$ cat config.mk
export PLATFORM = sky130hd
export DESIGN_NAME = integer_to_radix_ascii_core
export DESIGN_NICKNAME = d
export VERILOG_FILES = /design/src/hdl/itra_pkg.sv /design/src/hdl/itra_front.sv /design/src/hdl/itra_div_unit.sv /design/src/hdl/itra_back.sv /design/src/hdl/integer_to_radix_ascii_core.sv
export SDC_FILE = /design/constraint.sdc
export NUM_CORES = 1
export LEC_CHECK = 0
export BUFFER_PORTS_ARGS = -buffer_cell sky130_fd_sc_hd__buf_4
export CORE_MARGIN = 4
export CORE_UTILIZATION = 30
export DETAILED_ROUTE_END_ITERATION = 12
export PLACE_DENSITY = 0.56
export SYNTH_ARGS = -nofsm -noshare
export SYNTH_HDL_FRONTEND = slang
export SYNTH_SLANG_ARGS = --single-unit
$ cat constraint.sdc
create_clock -name i_clk -period 16.65 [get_ports i_clk]
set_input_delay 3.33 -clock i_clk [delete_from_list [all_inputs] [get_ports i_clk]]
set_output_delay 3.33 -clock i_clk [all_outputs]
set_load 0.02 [all_outputs]
$ cat src/hdl/itra_pkg.sv
// Shared types, constants and helpers for the integer to radix ASCII converter.
// No dependencies; every other file refers into this package by scoped name.
package itra_pkg;

    localparam int unsigned VALUE_PORT_W    = 64;
    localparam int unsigned VALUE_WIDTH_DEF = 64;
    localparam int unsigned MAX_DIGITS_DEF  = 64;

    localparam int unsigned RADIX_W     = 6;
    localparam int unsigned CHAR_W      = 7;
    localparam int unsigned CFG_INDEX_W = 2;
    localparam int unsigned CFG_DATA_W  = 6;

    // Quotient bits resolved per divider cycle
    localparam int unsigned DIV_STEPS = 8;

    localparam int unsigned ITEM_Q_DEPTH = 2;
    localparam int unsigned ITEM_Q_PTR_W = $clog2(ITEM_Q_DEPTH);
    localparam int unsigned ITEM_Q_CNT_W = $clog2(ITEM_Q_DEPTH + 1);

    localparam int unsigned OUT_Q_DEPTH = 4;
    localparam int unsigned OUT_Q_PTR_W = $clog2(OUT_Q_DEPTH);
    localparam int unsigned OUT_Q_CNT_W = $clog2(OUT_Q_DEPTH + 1);

    localparam logic [CFG_INDEX_W-1:0] CFG_RADIX  = 2'd0;
    localparam logic [CFG_INDEX_W-1:0] CFG_LOWER  = 2'd1;
    localparam logic [CFG_INDEX_W-1:0] CFG_PREFIX = 2'd2;

    localparam logic [RADIX_W-1:0] RADIX_MIN    = 6'd2;
    localparam logic [RADIX_W-1:0] RADIX_MAX    = 6'd36;
    localparam logic [RADIX_W-1:0] RADIX_RESET  = 6'd16;
    localparam logic [RADIX_W-1:0] PREFIX_RADIX = 6'd16;
    localparam logic [RADIX_W-1:0] DECIMAL_TOP  = 6'd10;

    localparam logic [CHAR_W-1:0] ASCII_ZERO        = 7'd48;
    localparam logic [CHAR_W-1:0] ASCII_LETTER_BASE = 7'd55;
    localparam logic [CHAR_W-1:0] CASE_OFFSET       = 7'd32;
    localparam logic [CHAR_W-1:0] ASCII_LOWER_X     = 7'd120;

    typedef struct packed {
        logic [RADIX_W-1:0] radix;
        logic               lower;
        logic               prefix;
    } t_item_ctrl;

    typedef enum logic [2:0] {
        BK_IDLE,
        BK_DIVIDE,
        BK_PREFIX0,
        BK_PREFIX_X,
        BK_DIGITS
    } t_back_state;

    function automatic logic [CHAR_W-1:0] f_digit_char(input logic [RADIX_W-1:0] d,
                                                       input logic             lower);
        logic [CHAR_W-1:0] c;
        begin
            if (d < DECIMAL_TOP) begin
                c = ASCII_ZERO + CHAR_W'(d);
            end else begin
                c = ASCII_LETTER_BASE + CHAR_W'(d);
                if (lower) begin
                    c = c + CASE_OFFSET;
                end
            end
            return c;
        end
    endfunction

endpackage

$ cat src/hdl/itra_front.sv
// Front end: configuration registers, input acceptance, radix clamping and
// prefix decision, plus the short item queue feeding the back end. Uses itra_pkg.
module itra_front #(
    parameter int unsigned VALUE_WIDTH = itra_pkg::VALUE_WIDTH_DEF
) (
    input  logic                                 i_clk,
    input  logic                                 i_rst_n,
    input  logic                                 i_push,
    output logic                                 o_full,
    input  logic [itra_pkg::VALUE_PORT_W-1:0]    i_value,
    input  logic                                 i_cfg_valid,
    output logic                                 o_cfg_ready,
    input  logic [itra_pkg::CFG_INDEX_W-1:0]     i_cfg_index,
    input  logic [itra_pkg::CFG_DATA_W-1:0]      i_cfg_data,
    output logic                                 o_item_valid,
    input  logic                                 i_item_take,
    output logic [VALUE_WIDTH-1:0]               o_item_value,
    output itra_pkg::t_item_ctrl                 o_item_ctrl
);

    localparam int unsigned QD  = itra_pkg::ITEM_Q_DEPTH;
    localparam int unsigned PW  = itra_pkg::ITEM_Q_PTR_W;
    localparam int unsigned CW  = itra_pkg::ITEM_Q_CNT_W;

    logic [itra_pkg::RADIX_W-1:0] r_radix;
    logic                         r_lower;
    logic                         r_prefix;

    logic [VALUE_WIDTH-1:0]       r_q_value [QD];
    itra_pkg::t_item_ctrl         r_q_ctrl  [QD];
    logic [PW-1:0]                r_wr_ptr;
    logic [PW-1:0]                r_rd_ptr;
    logic [CW-1:0]                r_count;
    logic [CW-1:0]                n_count;

    logic [itra_pkg::RADIX_W-1:0] w_eff_radix;
    itra_pkg::t_item_ctrl         w_ctrl;
    logic                         w_push_ok;
    logic                         w_take_ok;

    assign o_cfg_ready = 1'b1;

    always_ff @(posedge i_clk) begin
        if (!i_rst_n) begin
            r_radix  <= itra_pkg::RADIX_RESET;
            r_lower  <= 1'b1;
            r_prefix <= 1'b1;
        end else if (i_cfg_valid) begin
            unique case (i_cfg_index)
                itra_pkg::CFG_RADIX:  r_radix  <= i_cfg_data[itra_pkg::RADIX_W-1:0];
                itra_pkg::CFG_LOWER:  r_lower  <= i_cfg_data[0];
                itra_pkg::CFG_PREFIX: r_prefix <= i_cfg_data[0];
                default: ;
            endcase
        end
    end

    // Clamp out-of-range radix values to the nearest legal base
    always_comb begin
        if (r_radix < itra_pkg::RADIX_MIN) begin
            w_eff_radix = itra_pkg::RADIX_MIN;
        end else if (r_radix > itra_pkg::RADIX_MAX) begin
            w_eff_radix = itra_pkg::RADIX_MAX;
        end else begin
            w_eff_radix = r_radix;
        end
        w_ctrl.radix  = w_eff_radix;
        w_ctrl.lower  = r_lower;
        w_ctrl.prefix = r_prefix && (w_eff_radix == itra_pkg::PREFIX_RADIX);
    end

    assign o_full       = (r_count == CW'(QD));
    assign o_item_valid = (r_count != '0);
    assign w_push_ok    = i_push && !o_full;
    assign w_take_ok    = i_item_take && o_item_valid;

    always_comb begin
        n_count = r_count;
        if (w_push_ok && !w_take_ok) begin
            n_count = r_count + 1'b1;
        end else if (!w_push_ok && w_take_ok) begin
            n_count = r_count - 1'b1;
        end
    end

    always_ff @(posedge i_clk) begin
        if (!i_rst_n) begin
            r_wr_ptr <= '0;
            r_rd_ptr <= '0;
            r_count  <= '0;
        end else begin
            r_count <= n_count;
            if (w_push_ok) begin
                r_wr_ptr <= r_wr_ptr + 1'b1;
            end
            if (w_take_ok) begin
                r_rd_ptr <= r_rd_ptr + 1'b1;
            end
        end
    end

    always_ff @(posedge i_clk) begin
        if (w_push_ok) begin
            r_q_value[r_wr_ptr] <= i_value[VALUE_WIDTH-1:0];
            r_q_ctrl[r_wr_ptr]  <= w_ctrl;
        end
    end

    assign o_item_value = r_q_value[r_rd_ptr];
    assign o_item_ctrl  = r_q_ctrl[r_rd_ptr];

endmodule

$ cat src/hdl/itra_div_unit.sv
// Multi-cycle divider of an unsigned value by a 6-bit radix, restoring long
// division resolving DIV_STEPS quotient bits per cycle. Uses itra_pkg.
module itra_div_unit #(
    parameter int unsigned VALUE_WIDTH = itra_pkg::VALUE_WIDTH_DEF
) (
    input  logic                          i_clk,
    input  logic                          i_rst_n,
    input  logic                          i_start,
    input  logic [VALUE_WIDTH-1:0]        i_dividend,
    input  logic [itra_pkg::RADIX_W-1:0]  i_divisor,
    output logic                          o_done,
    output logic [VALUE_WIDTH-1:0]        o_quotient,
    output logic [itra_pkg::RADIX_W-1:0]  o_remainder
);

    localparam int unsigned STEPS      = itra_pkg::DIV_STEPS;
    localparam int unsigned RW         = itra_pkg::RADIX_W;
    localparam int unsigned DIV_CYCLES = (VALUE_WIDTH + STEPS - 1) / STEPS;
    localparam int unsigned PAD_W      = DIV_CYCLES * STEPS;
    localparam int unsigned CYC_W      = $clog2(DIV_CYCLES + 1);

    logic [PAD_W-1:0] r_shift;
    logic [RW-1:0]    r_rem;
    logic [RW-1:0]    r_divisor;
    logic [CYC_W-1:0] r_cyc;
    logic             r_busy;
    logic             r_done;

    logic [RW-1:0]    w_rem;
    logic [RW:0]      w_trial;
    logic [STEPS-1:0] w_qbits;

    // Dividend bits are consumed from the top; quotient bits fill in from the bottom
    always_comb begin
        w_rem   = r_rem;
        w_trial = '0;
        w_qbits = '0;
        for (int k = 0; k < STEPS; k++) begin
            w_trial = {w_rem, r_shift[PAD_W-1-k]};
            if (w_trial >= {1'b0, r_divisor}) begin
                w_trial            = w_trial - {1'b0, r_divisor};
                w_qbits[STEPS-1-k] = 1'b1;
            end
            w_rem = w_trial[RW-1:0];
        end
    end

    always_ff @(posedge i_clk) begin
        if (!i_rst_n) begin
            r_busy <= 1'b0;
            r_done <= 1'b0;
            r_cyc  <= '0;
        end else begin
            r_done <= 1'b0;
            if (i_start && !r_busy) begin
                r_busy <= 1'b1;
                r_cyc  <= '0;
            end else if (r_busy) begin
                r_cyc <= r_cyc + 1'b1;
                if (r_cyc == CYC_W'(DIV_CYCLES - 1)) begin
                    r_busy <= 1'b0;
                    r_done <= 1'b1;
                end
            end
        end
    end

    always_ff @(posedge i_clk) begin
        if (i_start && !r_busy) begin
            r_shift   <= PAD_W'(i_dividend);
            r_rem     <= '0;
            r_divisor <= i_divisor;
        end else if (r_busy) begin
            r_shift <= (r_shift << STEPS) | PAD_W'(w_qbits);
            r_rem   <= w_rem;
        end
    end

    assign o_done      = r_done;
    assign o_quotient  = r_shift[VALUE_WIDTH-1:0];
    assign o_remainder = r_rem;

endmodule

$ cat src/hdl/itra_back.sv
// Back end: divides digit by digit into the digit store, then emits the optional 0x prefix and
// the digits, most significant first, into the result queue. Uses itra_pkg, itra_div_unit.
module itra_back #(
    parameter int unsigned VALUE_WIDTH = itra_pkg::VALUE_WIDTH_DEF,
    parameter int unsigned MAX_DIGITS  = itra_pkg::MAX_DIGITS_DEF
) (
    input  logic                              i_clk,
    input  logic                              i_rst_n,
    input  logic                              i_item_valid,
    output logic                              o_item_take,
    input  logic [VALUE_WIDTH-1:0]            i_item_value,
    input  itra_pkg::t_item_ctrl              i_item_ctrl,
    output logic                              o_empty,
    input  logic                              i_pop,
    output logic [itra_pkg::CHAR_W-1:0]       o_char_code,
    output logic                              o_last_char
);

    localparam int unsigned RW  = itra_pkg::RADIX_W;
    localparam int unsigned CHW = itra_pkg::CHAR_W;
    localparam int unsigned AW  = $clog2(MAX_DIGITS);
    localparam int unsigned CW  = $clog2(MAX_DIGITS + 1);
    localparam int unsigned OQD = itra_pkg::OUT_Q_DEPTH;
    localparam int unsigned OPW = itra_pkg::OUT_Q_PTR_W;
    localparam int unsigned OCW = itra_pkg::OUT_Q_CNT_W;

    itra_pkg::t_back_state r_state;
    itra_pkg::t_back_state n_state;
    itra_pkg::t_item_ctrl  r_ctrl;

    logic [CW-1:0]  r_count;
    logic [AW-1:0]  r_rd_idx;
    logic [RW-1:0]  r_store [MAX_DIGITS];
    logic [RW-1:0]  r_rd_data;

    logic           r_s1_valid;
    logic           r_s1_prefix;
    logic [CHW-1:0] r_s1_char;
    logic           r_s1_last;
    logic           r_s1_lower;

    logic [CHW-1:0] r_oq_char [OQD];
    logic           r_oq_last [OQD];
    logic [OPW-1:0] r_oq_wr;
    logic [OPW-1:0] r_oq_rd;
    logic [OCW-1:0] r_oq_count;

    logic                   w_div_start;
    logic                   w_div_src_q;
    logic [VALUE_WIDTH-1:0] w_div_dividend;
    logic                   w_div_done;
    logic [VALUE_WIDTH-1:0] w_div_quotient;
    logic [RW-1:0]          w_div_rem;
    logic                   w_q_nonzero;

    logic           w_store_we;
    logic [CW-1:0]  w_final;
    logic [CW-1:0]  w_final_m1;
    logic           w_room;
    logic           w_issue;
    logic           w_issue_prefix;
    logic [CHW-1:0] w_issue_char;
    logic           w_issue_last;
    logic [CHW-1:0] w_push_char;
    logic           w_pop_ok;

    assign w_div_dividend = w_div_src_q ? w_div_quotient : i_item_value;

    itra_div_unit #(
        .VALUE_WIDTH (VALUE_WIDTH)
    ) u_div (
        .i_clk       (i_clk),
        .i_rst_n     (i_rst_n),
        .i_start     (w_div_start),
        .i_dividend  (w_div_dividend),
        .i_divisor   (w_div_src_q ? r_ctrl.radix : i_item_ctrl.radix),
        .o_done      (w_div_done),
        .o_quotient  (w_div_quotient),
        .o_remainder (w_div_rem)
    );

    assign w_q_nonzero = (w_div_quotient != '0);
    assign w_final     = r_count + CW'(w_store_we);
    assign w_final_m1  = w_final - 1'b1;

    // Count the entry in flight in the read stage against queue space
    assign w_room = (r_oq_count + OCW'(r_s1_valid)) < OCW'(OQD);

    always_comb begin
        n_state = r_state;
        unique case (r_state)
            itra_pkg::BK_IDLE: begin
                if (i_item_valid) begin
                    n_state = itra_pkg::BK_DIVIDE;
                end
            end
            itra_pkg::BK_DIVIDE: begin
                if (w_div_done && !w_q_nonzero) begin
                    n_state = r_ctrl.prefix ? itra_pkg::BK_PREFIX0 : itra_pkg::BK_DIGITS;
                end
            end
            itra_pkg::BK_PREFIX0: begin
                if (w_room) begin
                    n_state = itra_pkg::BK_PREFIX_X;
                end
            end
            itra_pkg::BK_PREFIX_X: begin
                if (w_room) begin
                    n_state = itra_pkg::BK_DIGITS;
                end
            end
            itra_pkg::BK_DIGITS: begin
                if (w_room && (r_rd_idx == '0)) begin
                    n_state = itra_pkg::BK_IDLE;
                end
            end
            default: n_state = itra_pkg::BK_IDLE;
        endcase
    end

    always_comb begin
        o_item_take    = 1'b0;
        w_div_start    = 1'b0;
        w_div_src_q    = 1'b0;
        w_store_we     = 1'b0;
        w_issue        = 1'b0;
        w_issue_prefix = 1'b0;
        w_issue_char   = itra_pkg::ASCII_ZERO;
        w_issue_last   = 1'b0;
        unique case (r_state)
            itra_pkg::BK_IDLE: begin
                if (i_item_valid) begin
                    o_item_take = 1'b1;
                    w_div_start = 1'b1;
                end
            end
            itra_pkg::BK_DIVIDE: begin
                if (w_div_done) begin
                    // Past the store depth only the low-order digits are kept
                    w_store_we = (r_count < CW'(MAX_DIGITS));
                    if (w_q_nonzero) begin
                        w_div_start = 1'b1;
                        w_div_src_q = 1'b1;
                    end
                end
            end
            itra_pkg::BK_PREFIX0: begin
                if (w_room) begin
                    w_issue        = 1'b1;
                    w_issue_prefix = 1'b1;
                    w_issue_char   = itra_pkg::ASCII_ZERO;
                end
            end
            itra_pkg::BK_PREFIX_X: begin
                if (w_room) begin
                    w_issue        = 1'b1;
                    w_issue_prefix = 1'b1;
                    w_issue_char   = itra_pkg::ASCII_LOWER_X;
                end
            end
            itra_pkg::BK_DIGITS: begin
                if (w_room) begin
                    w_issue      = 1'b1;
                    w_issue_last = (r_rd_idx == '0);
                end
            end
            default: ;
        endcase
    end

    always_ff @(posedge i_clk) begin
        if (!i_rst_n) begin
            r_state    <= itra_pkg::BK_IDLE;
            r_count    <= '0;
            r_s1_valid <= 1'b0;
        end else begin
            r_state    <= n_state;
            r_s1_valid <= w_issue;
            if (o_item_take) begin
                r_count <= '0;
            end else if (w_store_we) begin
                r_count <= r_count + 1'b1;
            end
        end
    end

    always_ff @(posedge i_clk) begin
        if (o_item_take) begin
            r_ctrl <= i_item_ctrl;
        end
        if (w_div_done && !w_q_nonzero) begin
            r_rd_idx <= w_final_m1[AW-1:0];
        end else if (w_issue && !w_issue_prefix) begin
            r_rd_idx <= r_rd_idx - 1'b1;
        end
        if (w_issue) begin
            r_s1_prefix <= w_issue_prefix;
            r_s1_char   <= w_issue_char;
            r_s1_last   <= w_issue_last;
            r_s1_lower  <= r_ctrl.lower;
        end
    end

    // Digit store: one write port, one registered read port
    always_ff @(posedge i_clk) begin
        if (w_store_we) begin
            r_store[r_count[AW-1:0]] <= w_div_rem;
        end
        if (w_issue && !w_issue_prefix) begin
            r_rd_data <= r_store[r_rd_idx];
        end
    end

    assign w_push_char = r_s1_prefix ? r_s1_char
                                     : itra_pkg::f_digit_char(r_rd_data, r_s1_lower);

    assign o_empty  = (r_oq_count == '0);
    assign w_pop_ok = i_pop && !o_empty;

    always_ff @(posedge i_clk) begin
        if (!i_rst_n) begin
            r_oq_wr    <= '0;
            r_oq_rd    <= '0;
            r_oq_count <= '0;
        end else begin
            if (r_s1_valid) begin
                r_oq_wr <= r_oq_wr + 1'b1;
            end
            if (w_pop_ok) begin
                r_oq_rd <= r_oq_rd + 1'b1;
            end
            if (r_s1_valid && !w_pop_ok) begin
                r_oq_count <= r_oq_count + 1'b1;
            end else if (!r_s1_valid && w_pop_ok) begin
                r_oq_count <= r_oq_count - 1'b1;
            end
        end
    end

    always_ff @(posedge i_clk) begin
        if (r_s1_valid) begin
            r_oq_char[r_oq_wr] <= w_push_char;
            r_oq_last[r_oq_wr] <= r_s1_last;
        end
    end

    assign o_char_code = r_oq_char[r_oq_rd];
    assign o_last_char = r_oq_last[r_oq_rd];

endmodule

$ cat src/hdl/integer_to_radix_ascii_core.sv
// An accepted value waits in the item queue until the back end takes it and starts the
// shared radix divider; each digit costs one division, then the prefix and digits leave
// one character per cycle while the result queue has room. The back end finishes one
// value before it takes the next, while the item queue holds up to two more values.
// Reset (synchronous, active low) empties both queues and sets radix 16, lower case
// letters and the 0x prefix; digit store kept.
module integer_to_radix_ascii_core #(
    parameter int unsigned VALUE_WIDTH = itra_pkg::VALUE_WIDTH_DEF,
    parameter int unsigned MAX_DIGITS  = itra_pkg::MAX_DIGITS_DEF
) (
    input  logic                                i_clk,
    input  logic                                i_rst_n,
    input  logic                                push,
    output logic                                full,
    input  logic [itra_pkg::VALUE_PORT_W-1:0]   i_value,
    output logic                                empty,
    input  logic                                pop,
    output logic [itra_pkg::CHAR_W-1:0]         o_char_code,
    output logic                                o_last_char,
    input  logic                                i_cfg_valid,
    output logic                                o_cfg_ready,
    input  logic [itra_pkg::CFG_INDEX_W-1:0]    i_cfg_index,
    input  logic [itra_pkg::CFG_DATA_W-1:0]     i_cfg_data
);

    logic                   w_item_valid;
    logic                   w_item_take;
    logic [VALUE_WIDTH-1:0] w_item_value;
    itra_pkg::t_item_ctrl   w_item_ctrl;

    itra_front #(
        .VALUE_WIDTH (VALUE_WIDTH)
    ) u_front (
        .i_clk        (i_clk),
        .i_rst_n      (i_rst_n),
        .i_push       (push),
        .o_full       (full),
        .i_value      (i_value),
        .i_cfg_valid  (i_cfg_valid),
        .o_cfg_ready  (o_cfg_ready),
        .i_cfg_index  (i_cfg_index),
        .i_cfg_data   (i_cfg_data),
        .o_item_valid (w_item_valid),
        .i_item_take  (w_item_take),
        .o_item_value (w_item_value),
        .o_item_ctrl  (w_item_ctrl)
    );

    itra_back #(
        .VALUE_WIDTH (VALUE_WIDTH),
        .MAX_DIGITS  (MAX_DIGITS)
    ) u_back (
        .i_clk        (i_clk),
        .i_rst_n      (i_rst_n),
        .i_item_valid (w_item_valid),
        .o_item_take  (w_item_take),
        .i_item_value (w_item_value),
        .i_item_ctrl  (w_item_ctrl),
        .o_empty      (empty),
        .i_pop        (pop),
        .o_char_code  (o_char_code),
        .o_last_char  (o_last_char)
    );

endmodule

==> results.md, run 1 <==
* Global-route wire length before repair at ~100 mm
* Core region area at between 90000 and 100000 um^2
* Crit path max-delay cell type: mux2_2
* Layout area overhead at 15.7%
* Slowest cell delay on critical path at around 0.42 ns
* Gr usage total at 12.5%
* Worst Path Arrival at roughly 16 ns
* Congestion Overflow GR at 0
* Die height at approximately 320 um
* Initial Util at a little under a third
* Filler cells at 9356
* HPWL after DPL at between 40 and 50 mm
* Final Setup Violations at 0
* CTS tree: built
* Number of diodes at 0
* Post-Synthesis Cells at about 1800
* Largest net degree at the start of global routing at 94
* Routed vias at between 15000 and 20000
* Worst Max-Slew Pin Slew at between 1 and 1.5 ns
* Register area at roughly 20000 um^2
* Ys flop type: edfxtp_1
* Distinct cell type count of the synthesized netlist at 67
* CTS Hold Bufs at 0
* Status: completed
* Die ar. at between 100000 and 150000 um^2
* Worst Path Max Fanout at 11
* Clock latency on the worst-skew pair at roughly 0.62 ns
* Initial antenna violation count at 1
* Final Util at a little over a third
* Final hold vios at 0
* Area leader, netlist: edfxtp_1
* Setup TNS at 0 ns
* Worst rel slew slack at between 20% and 30%
* DRC viols at 0
* Number of enable flip-flop cells after synthesis at around 650
* Area of the multi-input gates at approximately 9000 um^2
* Row count at 115
* Cells after DPL at around 3100
* Setup Skew at about 0.028 ns
* Fin nets at ~2100
* Number of port buffers at 86
* RD Place Congestion at between 0.8 and 0.9
* Post-Syn Area per Cell at around 17 um^2
* Crit. End Element: flip-flop
* Tcrit/Tclk final at between 90 and 100%
* Top cells by count, synth: 654 x edfxtp_1, 198 x nor2_1, 134 x mux4_2
* Min Tclk post-route at roughly 16 ns
* Placed cell area at 32100 um^2
* Synth Register Bits at approximately 700
* Htree depth at 3
* Layout cells sized above 1 at between 20% and 30%
* Post-Synthesis Cell Area at ~30000 um^2
* Yosys warns at 0
* Reg2reg start: u_back.u_div.r_divisor[1]$_DFFE_PP_
* Hold Crit Class: flip-flop to flip-flop
* Number of vias per cell at about 4.9
* Remaining antenna violation count at 0
* Wire per inst at between 20 and 25 um
* Sequential area share after synthesis at between 60 and 70%
* Clock Path Buffers at 3
* Post-synthesis async set-or-reset flop share at 0%
* Crit-path most repeated cell: ha_1
* Sink Count at approximately 700
* Crit path required time at around 17 ns
* Final wirelength at 65.6 mm
* WS Path Type: flip-flop to flip-flop
* Hold_sp: u_back.r_ctrl[1]$_DFFE_PP_
* Die span in x at roughly 320 um
* Drt pass-1 iters at 5
* Synth top area share at between 60% and 70%
* Crit path from: u_back.u_div.r_divisor[1]$_DFFE_PP_
* Fin area at 34600 um^2
* Ports at a little under 90
* DR iter-0 viols at about 1100
* Post-Layout Cell Count at about 3300
* Slew Limit Fails at 0
* Highest Clock Rate at between 60 and 70 MHz
* Vias in the first global route at 16400
* CTS buffer count at 72
* Critical path startpoint category: flip-flop
* Root Buffer Master: clkbuf_16
* Synth area leaders: edfxtp_1 66%, mux4_2 10%, mux2i_1 3.2%, dfxtp_1 3.0%, ha_1 2.6%
* Max-cap violations at 0
* Syn_nets at between 1500 and 2000
* Most frequent cell after synthesis: edfxtp_1
* Reg clk slew, reported paths at roughly 0.06 ns
==> per-stage QoR <==
stage	hold WS [ns]	setup WS [ns]
final	0.468	0.886
after global routing	0.484	-0.0591
after CTS	0.480	0.0583
after detailed placement	0.464	-0.162
after global placement	0.463	0.654
after floorplan	0.400	1.08
==> cells by family after synthesis <==
family / after synthesis / synth area share, %
multiplexers: 263 / 14.6
AND/OR/NAND/NOR: 378 / 5.81
other: 1 / 0.0125
adder cells (fa/ha/maj): 73 / 3.27
buffers and inverters: 137 / 1.82
XOR/XNOR: 55 / 1.61
AO/OA/AOI/OAI: 198 / 4.18
flip-flops: 699 / 68.7
==> timing repair <==
item	in CTS	in global routing
gates resized for setup	5	18
buffers inserted	0	6
endpoints found under the setup margin	7	7
pin swaps	0	3
==> state kept, by name (all words and copies together) (netlist names), 7 cells and up, named ones only <==
| signal | count |
|---|---|
| u_back.r_count | 7 |
| u_front.r_q_value | 128 |
| u_front.r_q_ctrl | 16 |
| u_back.u_div.o_quotient | 64 |
| u_back.r_store | 384 |
| u_back.r_ctrl | 8 |
| u_back.r_oq_char | 28 |
==> worst max-delay path, delay by kind of cell (launching register included) <==
family / cells / cell delay [ns]
adders and majority gates: 8 / 2.25
and+or+nand+nor: 10 / 1.55
AOI/OAI and AO/OA: 43 / 8.49
muxes: 8 / 2.29
buffers and inverters: 8 / 0.64
DFF: 1 / 0.40
==> layer usage <==
layer | vias to the layer above | global-route usage [%] | wire (um)
li1 | 7246 | - | -
met1 | 8088 | 16.5 | 28500
met2 | 378 | 20.8 | 32300
met3 | 117 | 2.45 | 3150
met4 | 2 | 3.71 | 1670
met5 | - | 0 | 13
==> area by class of cell <==
class	instances	share of cell area [%]
Multi-Input combinational cell	968	25.8
Clock buffer	90	5.46
Sequential cell	699	59.4
Tap cell	1287	4.65
Inverter	60	0.651
Clock inverter	40	1.41
Timing Repair Buffer	119	2.63
==> path summary, 6_finish.rpt <==
check | end | slack [ns] | depth (start not counted)
worst max register to register | u_back.u_div.o_remainder[2]$_SDFFE_PP0P_ | 0.89 | 77
worst max-delay path | u_back.u_div.o_remainder[2]$_SDFFE_PP0P_ | 0.89 | 77
worst min-delay path | u_back.r_s1_lower$_DFFE_PP_ | 0.47 | 0
worst min register to register | u_back.r_s1_lower$_DFFE_PP_ | 0.47 | 0
==> placed cells by master (no fill, tap or decap), types with 17 or more instances in the layout <==
| master | n |
|---|---|
| clkbuf_16 | 73 |
| clkbuf_1 | 17 |
| o21ai_0 | 29 |
| nand2_1 | 50 |
| buf_4 | 117 |
| ha_1 | 63 |
| mux2i_1 | 93 |
| nor2_1 | 196 |
| nand3_1 | 19 |
| a21oi_1 | 93 |
| xor2_1 | 24 |
| dfxtp_1 | 38 |
| nor4_1 | 20 |
| edfxtp_1 | 654 |
| mux2_2 | 30 |
| xnor2_1 | 31 |
| inv_1 | 60 |
| mux4_2 | 134 |
Power of run 1 is left out: the tool's default activity adds up to more than one toggle a clock period on the data nets, which glitch-free logic cannot reach.
==> run 2: changes to the inputs <==
--- a/config.mk
+++ b/config.mk
@@ -10,6 +10,7 @@
 export CORE_UTILIZATION = 30
 export DETAILED_ROUTE_END_ITERATION = 12
 export PLACE_DENSITY = 0.56
+export REMOVE_ABC_BUFFERS = 1
 export SYNTH_ARGS = -nofsm -noshare
 export SYNTH_HDL_FRONTEND = slang
 export SYNTH_SLANG_ARGS = --single-unit
==> results.md, run 2 (same netlist as run 1, synthesis figures left out) <==
* Status: completed
* Setup WS pre-CTS at -0.0502 ns (+0.112 ns)
* Core region area at 98700 um^2 (unchanged)
* Number of diodes at 0 (unchanged)
* Area of the multi-input gates at 8910 um^2 (about the same)
* DR iter-0 viols at 1315 (+14%)
* Most frequent cells in the layout: 654 x edfxtp_1, 196 x nor2_1, 134 x mux4_2, 126 x buf_4, 94 x a21oi_1
* CTS buffer count at 73 (+1.4%)
* Max-cap violations at 0 (unchanged)
* Slew Limit Fails at 0 (unchanged)
* Slowest cell delay on critical path at 0.42 ns (about the same)
* Final hold vios at 0 (unchanged)
* Initial antenna violation count at 1 (unchanged)
* Root Buffer Master: clkbuf_16
* Fin nets at 2077 (+0.39%)
* Number of port buffers at 86 (unchanged)
* Min Tclk post-route at 15.56 ns (-0.203 ns)
* Critical path's top delay family: compound AO/OA/AOI/OAI gates
* Crit. End Element: flip-flop
* WS Path Type: flip-flop to flip-flop
* Global-route wire length before repair at 100 mm (+0.80%)
* Die span in x at 324 um (unchanged)
* Initial Util at 30.3% (unchanged)
* Tcrit/Tclk final at 93.5% (-1.2 points)
* CTS tree: built
* Clock Path Buffers at 3 (unchanged)
* Largest net degree at the start of global routing at 107 (+14%)
* Reg clk slew, reported paths at 0.06 ns (about the same)
* DRC viols at 0 (unchanged)
* Worst Path Arrival at 16.04 ns (-0.25 ns)
* Highest Clock Rate at 64.3 MHz (+1.3%)
* Layout area overhead at 15.9%
* RD Place Congestion at 0.826 (-1.3%)
* Register area at 20600 um^2 (unchanged)
* Number of vias per cell at 4.84 (-0.29%)
* RSZ-0062 raised after global routing: false
* Worst Max-Slew Pin Slew at 1.07 ns (-0.0647 ns)
* PnR worst setup slack at 1.09 ns (+0.203 ns)
* Die ar. at 105000 um^2 (unchanged)
* Layout cells sized above 1 at 21.8% (-0.059 points)
* Clock latency on the worst-skew pair at 0.62 ns (about the same)
* Post-Layout Cell Count at 3273 (+0.31%)
* Congestion Overflow GR at 0 (unchanged)
* Hold Crit Class: flip-flop to flip-flop
* Crit path required time at 17.13 ns (-0.04 ns)
* Final hold slack at 0.444 ns (-0.0236 ns)
* Crit-path most repeated cell: ha_1
* WP buf/inv at 7 (-1)
* Routed vias at 15800 (+0.019%)
* Wire per inst at 20.1 um (-0.16%)
* Die height at 324 um (unchanged)
* Worst Path Max Fanout at 9 (-2)
* Largest register FFs at 384 (unchanged)
* Critical path startpoint category: flip-flop
* Crit path max-delay cell type: mux2_2
* Ports at 88 (unchanged)
* Cells after DPL at 3126 (-0.032%)
* Commonest non-fill, non-tap cell in the layout: edfxtp_1
* Sink Count at 699 (unchanged)
* HPWL after DPL at 42.0 mm (about the same)
* Setup TNS at 0 ns (unchanged)
* Gr usage total at 12.5% (+0.034 points)
* Setup Skew at 0.0276 ns (+0.000122 ns)
* Filler cells at 9333 (-0.25%)
* Final wirelength at 65.7 mm (+0.14%)
* Htree depth at 3 (unchanged)
* CTS Hold Bufs at 0 (unchanged)
* Row count at 115 (unchanged)
* Vias in the first global route at 16400 (+0.24%)
* Final Setup Violations at 0 (unchanged)
* Remaining antenna violation count at 0 (unchanged)
* Drt pass-1 iters at 5 (unchanged)
* Worst rel slew slack at 28.8% (+4.3 points)
-- run 2: changes by cell type in the layout (fill, tap and decap cells not counted), sizes merged --
cell	delta
buf	+7
clkbuf	+4
clkinv	+2
bufinv	-1
clkinvlp	-1
inv	-1
-- run 2: cell type report --
type,count,share of cell area [%]
Clock buffer,94,5.65
Clock inverter,39,1.30
Timing Repair Buffer,126,2.73
Sequential cell,699,59.3
Tap cell,1287,4.65
Multi-Input combinational cell,968,25.7
Inverter,60,0.650
-- run 2: what timing repair did --
| action | 4_1_cts | 5_1_grt |
|---|---|---|
| pin swaps | 0 | 4 |
| endpoints found under the setup margin | 5 | 7 |
| buffers inserted | 0 | 14 |
| gates resized for setup | 3 | 20 |
-- run 2: path summary, 6_finish.rpt --
check	endpoint	start	slack, ns	cells after the start
max	u_back.u_div.o_remainder[4]$_SDFFE_PP0P_	u_back.u_div.r_divisor[3]$_DFFE_PP_	1.09	76
min	u_back.r_s1_lower$_DFFE_PP_	u_back.r_ctrl[1]$_DFFE_PP_	0.44	0
max reg2reg	u_back.u_div.o_remainder[4]$_SDFFE_PP0P_	u_back.u_div.r_divisor[3]$_DFFE_PP_	1.09	76
min reg2reg	u_back.r_s1_lower$_DFFE_PP_	u_back.r_ctrl[1]$_DFFE_PP_	0.44	0
-- run 2: metrics by stage --
stage	utilization [%]	cell area, um^2
4_1_cts	34.9	34500
2_1_floorplan	-	29600
3_3_place_gp	32.5	32100
5_1_grt	35.1	34700
3_5_place_dp	32.5	32100
6_report	35.1	34700
-- run 2: layer usage --
layer | vias to the layer above | track usage (%) | wire, um | part of all wire, %
met5 | - | 0 | 0 | 0
met3 | 101 | 2.08 | 2790 | 4.2
met4 | 0 | 3.29 | 1460 | 2.2
met2 | 373 | 21.0 | 32500 | 49
li1 | 7271 | - | - | -
met1 | 8089 | 16.8 | 29000 | 44
Power of run 2 is left out for the same reason.
==> run 3: changes to the inputs <==
--- a/config.mk
+++ b/config.mk
@@ -7,9 +7,9 @@
 export LEC_CHECK = 0
 export BUFFER_PORTS_ARGS = -buffer_cell sky130_fd_sc_hd__buf_4
 export CORE_MARGIN = 4
-export CORE_UTILIZATION = 30
+export CORE_UTILIZATION = 56
 export DETAILED_ROUTE_END_ITERATION = 12
-export PLACE_DENSITY = 0.56
+export PLACE_DENSITY = 0.86
 export REMOVE_ABC_BUFFERS = 1
 export SYNTH_ARGS = -nofsm -noshare
 export SYNTH_HDL_FRONTEND = slang
==> results.md, run 3 (same netlist as run 1, synthesis figures left out) <==
* Slowest cell delay on critical path at 0.42 ns (about the same)
* Row count at 84 (-27%)
* Clock latency on the worst-skew pair at 0.62 ns (about the same)
* Placed cell area at 31300 um^2 (-2.3%)
* Core region area at 52800 um^2 (-47%)
* Crit path required time at 17.13 ns (about the same)
* Setup WS pre-CTS at -0.0872 ns (-0.0370 ns)
* DR iter-0 viols at 2106 (+60%)
* Slew Limit Fails at 0 (unchanged)
* Register area at 20600 um^2 (unchanged)
* Cells after DPL at 2527 (-19%)
* Worst rel slew slack at 23.1% (-5.7 points)
* Drt pass-1 iters at 6 (+1)
* Filler cells at 3423 (-63%)
* Number of diodes at 0 (unchanged)
* Layout cells sized above 1 at 21.5% (-0.29 points)
* Gr usage total at 23.8% (+11 points)
* Layout area overhead at 12.7%
* Number of port buffers at 86 (unchanged)
* Reg clk slew, reported paths at 0.06 ns (about the same)
* Highest Clock Rate at 63.4 MHz (-1.4%)
* Wire per inst at 25.5 um (+27%)
* Initial antenna violation count at 0 (-1)
* Fin area at 33700 um^2 (-2.8%)
* Clock Path Buffers at 3 (unchanged)
* Die span in x at 239 um (-26%)
* Min Tclk post-route at 15.78 ns (+0.223 ns)
* Fin nets at 2066 (-0.53%)
* Post-Layout Cell Count at 2659 (-19%)
* CTS tree: built
* CTS Hold Bufs at 0 (unchanged)
* Hold Crit Class: flip-flop to flip-flop
* Global-route wire length before repair at 103 mm (+2.9%)
* DRC viols at 0 (unchanged)
* Tcrit/Tclk final at 94.8% (+1.3 points)
* Setup TNS at 0 ns (unchanged)
* Remaining antenna violation count at 0 (unchanged)
* WP buf/inv at 9 (+2)
* Initial Util at 56.7% (+26 points)
* Most frequent cells in the layout: 654 x edfxtp_1, 196 x nor2_1, 134 x mux4_2, 117 x buf_4
* Max-cap violations at 0 (unchanged)
* Final Setup Violations at 0 (unchanged)
* Root Buffer Master: clkbuf_16
* HPWL after DPL at 41.4 mm (-1.6%)
* Commonest non-fill, non-tap cell in the layout: edfxtp_1
* Final wirelength at 67.9 mm (+3.2%)
* Congestion Overflow GR at 0 (unchanged)
* Critical path startpoint category: flip-flop
* Status: completed
* Setup Skew at 0.0390 ns (+0.0114 ns)
* Sink Count at 699 (unchanged)
* WS Path Type: flip-flop to flip-flop
* PnR worst setup slack at 0.866 ns (-0.223 ns)
* Htree depth at 3 (unchanged)
* Crit. End Element: flip-flop
* CTS buffer count at 71 (-2.7%)
* Area of the multi-input gates at 8890 um^2 (-0.21%)
* Worst Max-Slew Pin Slew at 1.15 ns (+0.0880 ns)
* Worst Path Arrival at 16.26 ns (+0.22 ns)
* Critical path's top delay family: compound AO/OA/AOI/OAI gates
* Die ar. at 57200 um^2 (-45%)
* Routed vias at 16700 (+5.3%)
* Number of vias per cell at 6.27 (+30%)
* Worst Path Max Fanout at 13 (+4)
* Crit path max-delay cell type: mux2_2
* RD Place Congestion at 0.907 (+9.8%)
* Largest register FFs at 384 (unchanged)
* Vias in the first global route at 17100 (+4.3%)
* Die height at 239 um (-26%)
* Largest net degree at the start of global routing at 121 (+13%)
* Ports at 88 (unchanged)
* Final hold vios at 0 (unchanged)
[run 3: what timing repair did]
action	CTS	global route
endpoints found under the setup margin	7	7
pin swaps	0	1
setup buffers	0	5
gates resized for setup	3	16
[run 3: final timing paths]
kind | from | endpoint | slack (ns) | cells past startpoint
max | u_back.u_div.r_divisor[2]$_DFFE_PP_ | u_back.u_div.o_remainder[1]$_SDFFE_PP0P_ | 0.87 | 75
max reg2reg | u_back.u_div.r_divisor[2]$_DFFE_PP_ | u_back.u_div.o_remainder[1]$_SDFFE_PP0P_ | 0.87 | 75
min | u_front.r_lower$_SDFFE_PN1P_ | u_front.r_q_ctrl[0][1]$_DFFE_PP_ | 0.48 | 0
min reg2reg | u_front.r_lower$_SDFFE_PN1P_ | u_front.r_q_ctrl[0][1]$_DFFE_PP_ | 0.48 | 0
[run 3: layout make-up]
class,count,area share (%)
inverters,60,0.668
clock buffers,92,5.66
well taps,688,2.56
clock inverters,35,1.11
multi-input cells,968,26.4
repair buffers,117,2.61
flip-flops and latches,699,61.0
[run 3: per-stage QoR]
| stage | utilization [%] | hold WS [ns] |
|---|---|---|
| after CTS | 63.7 | 0.482 |
| final | 63.9 | 0.482 |
| after floorplan | - | 0.400 |
| after detailed placement | 59.3 | 0.465 |
| after global routing | 63.9 | 0.487 |
| after global placement | 59.3 | 0.448 |
[run 3: layer usage]
layer  wire (um)  part of all wire, %  track usage [%]
met5           0                    0                0
met4        2130                  3.1             7.46
met3        5530                  8.1             4.29
met2       34100                   50             39.8
met1       26100                   38             32.5
Power of run 3 is left out for the same reason.
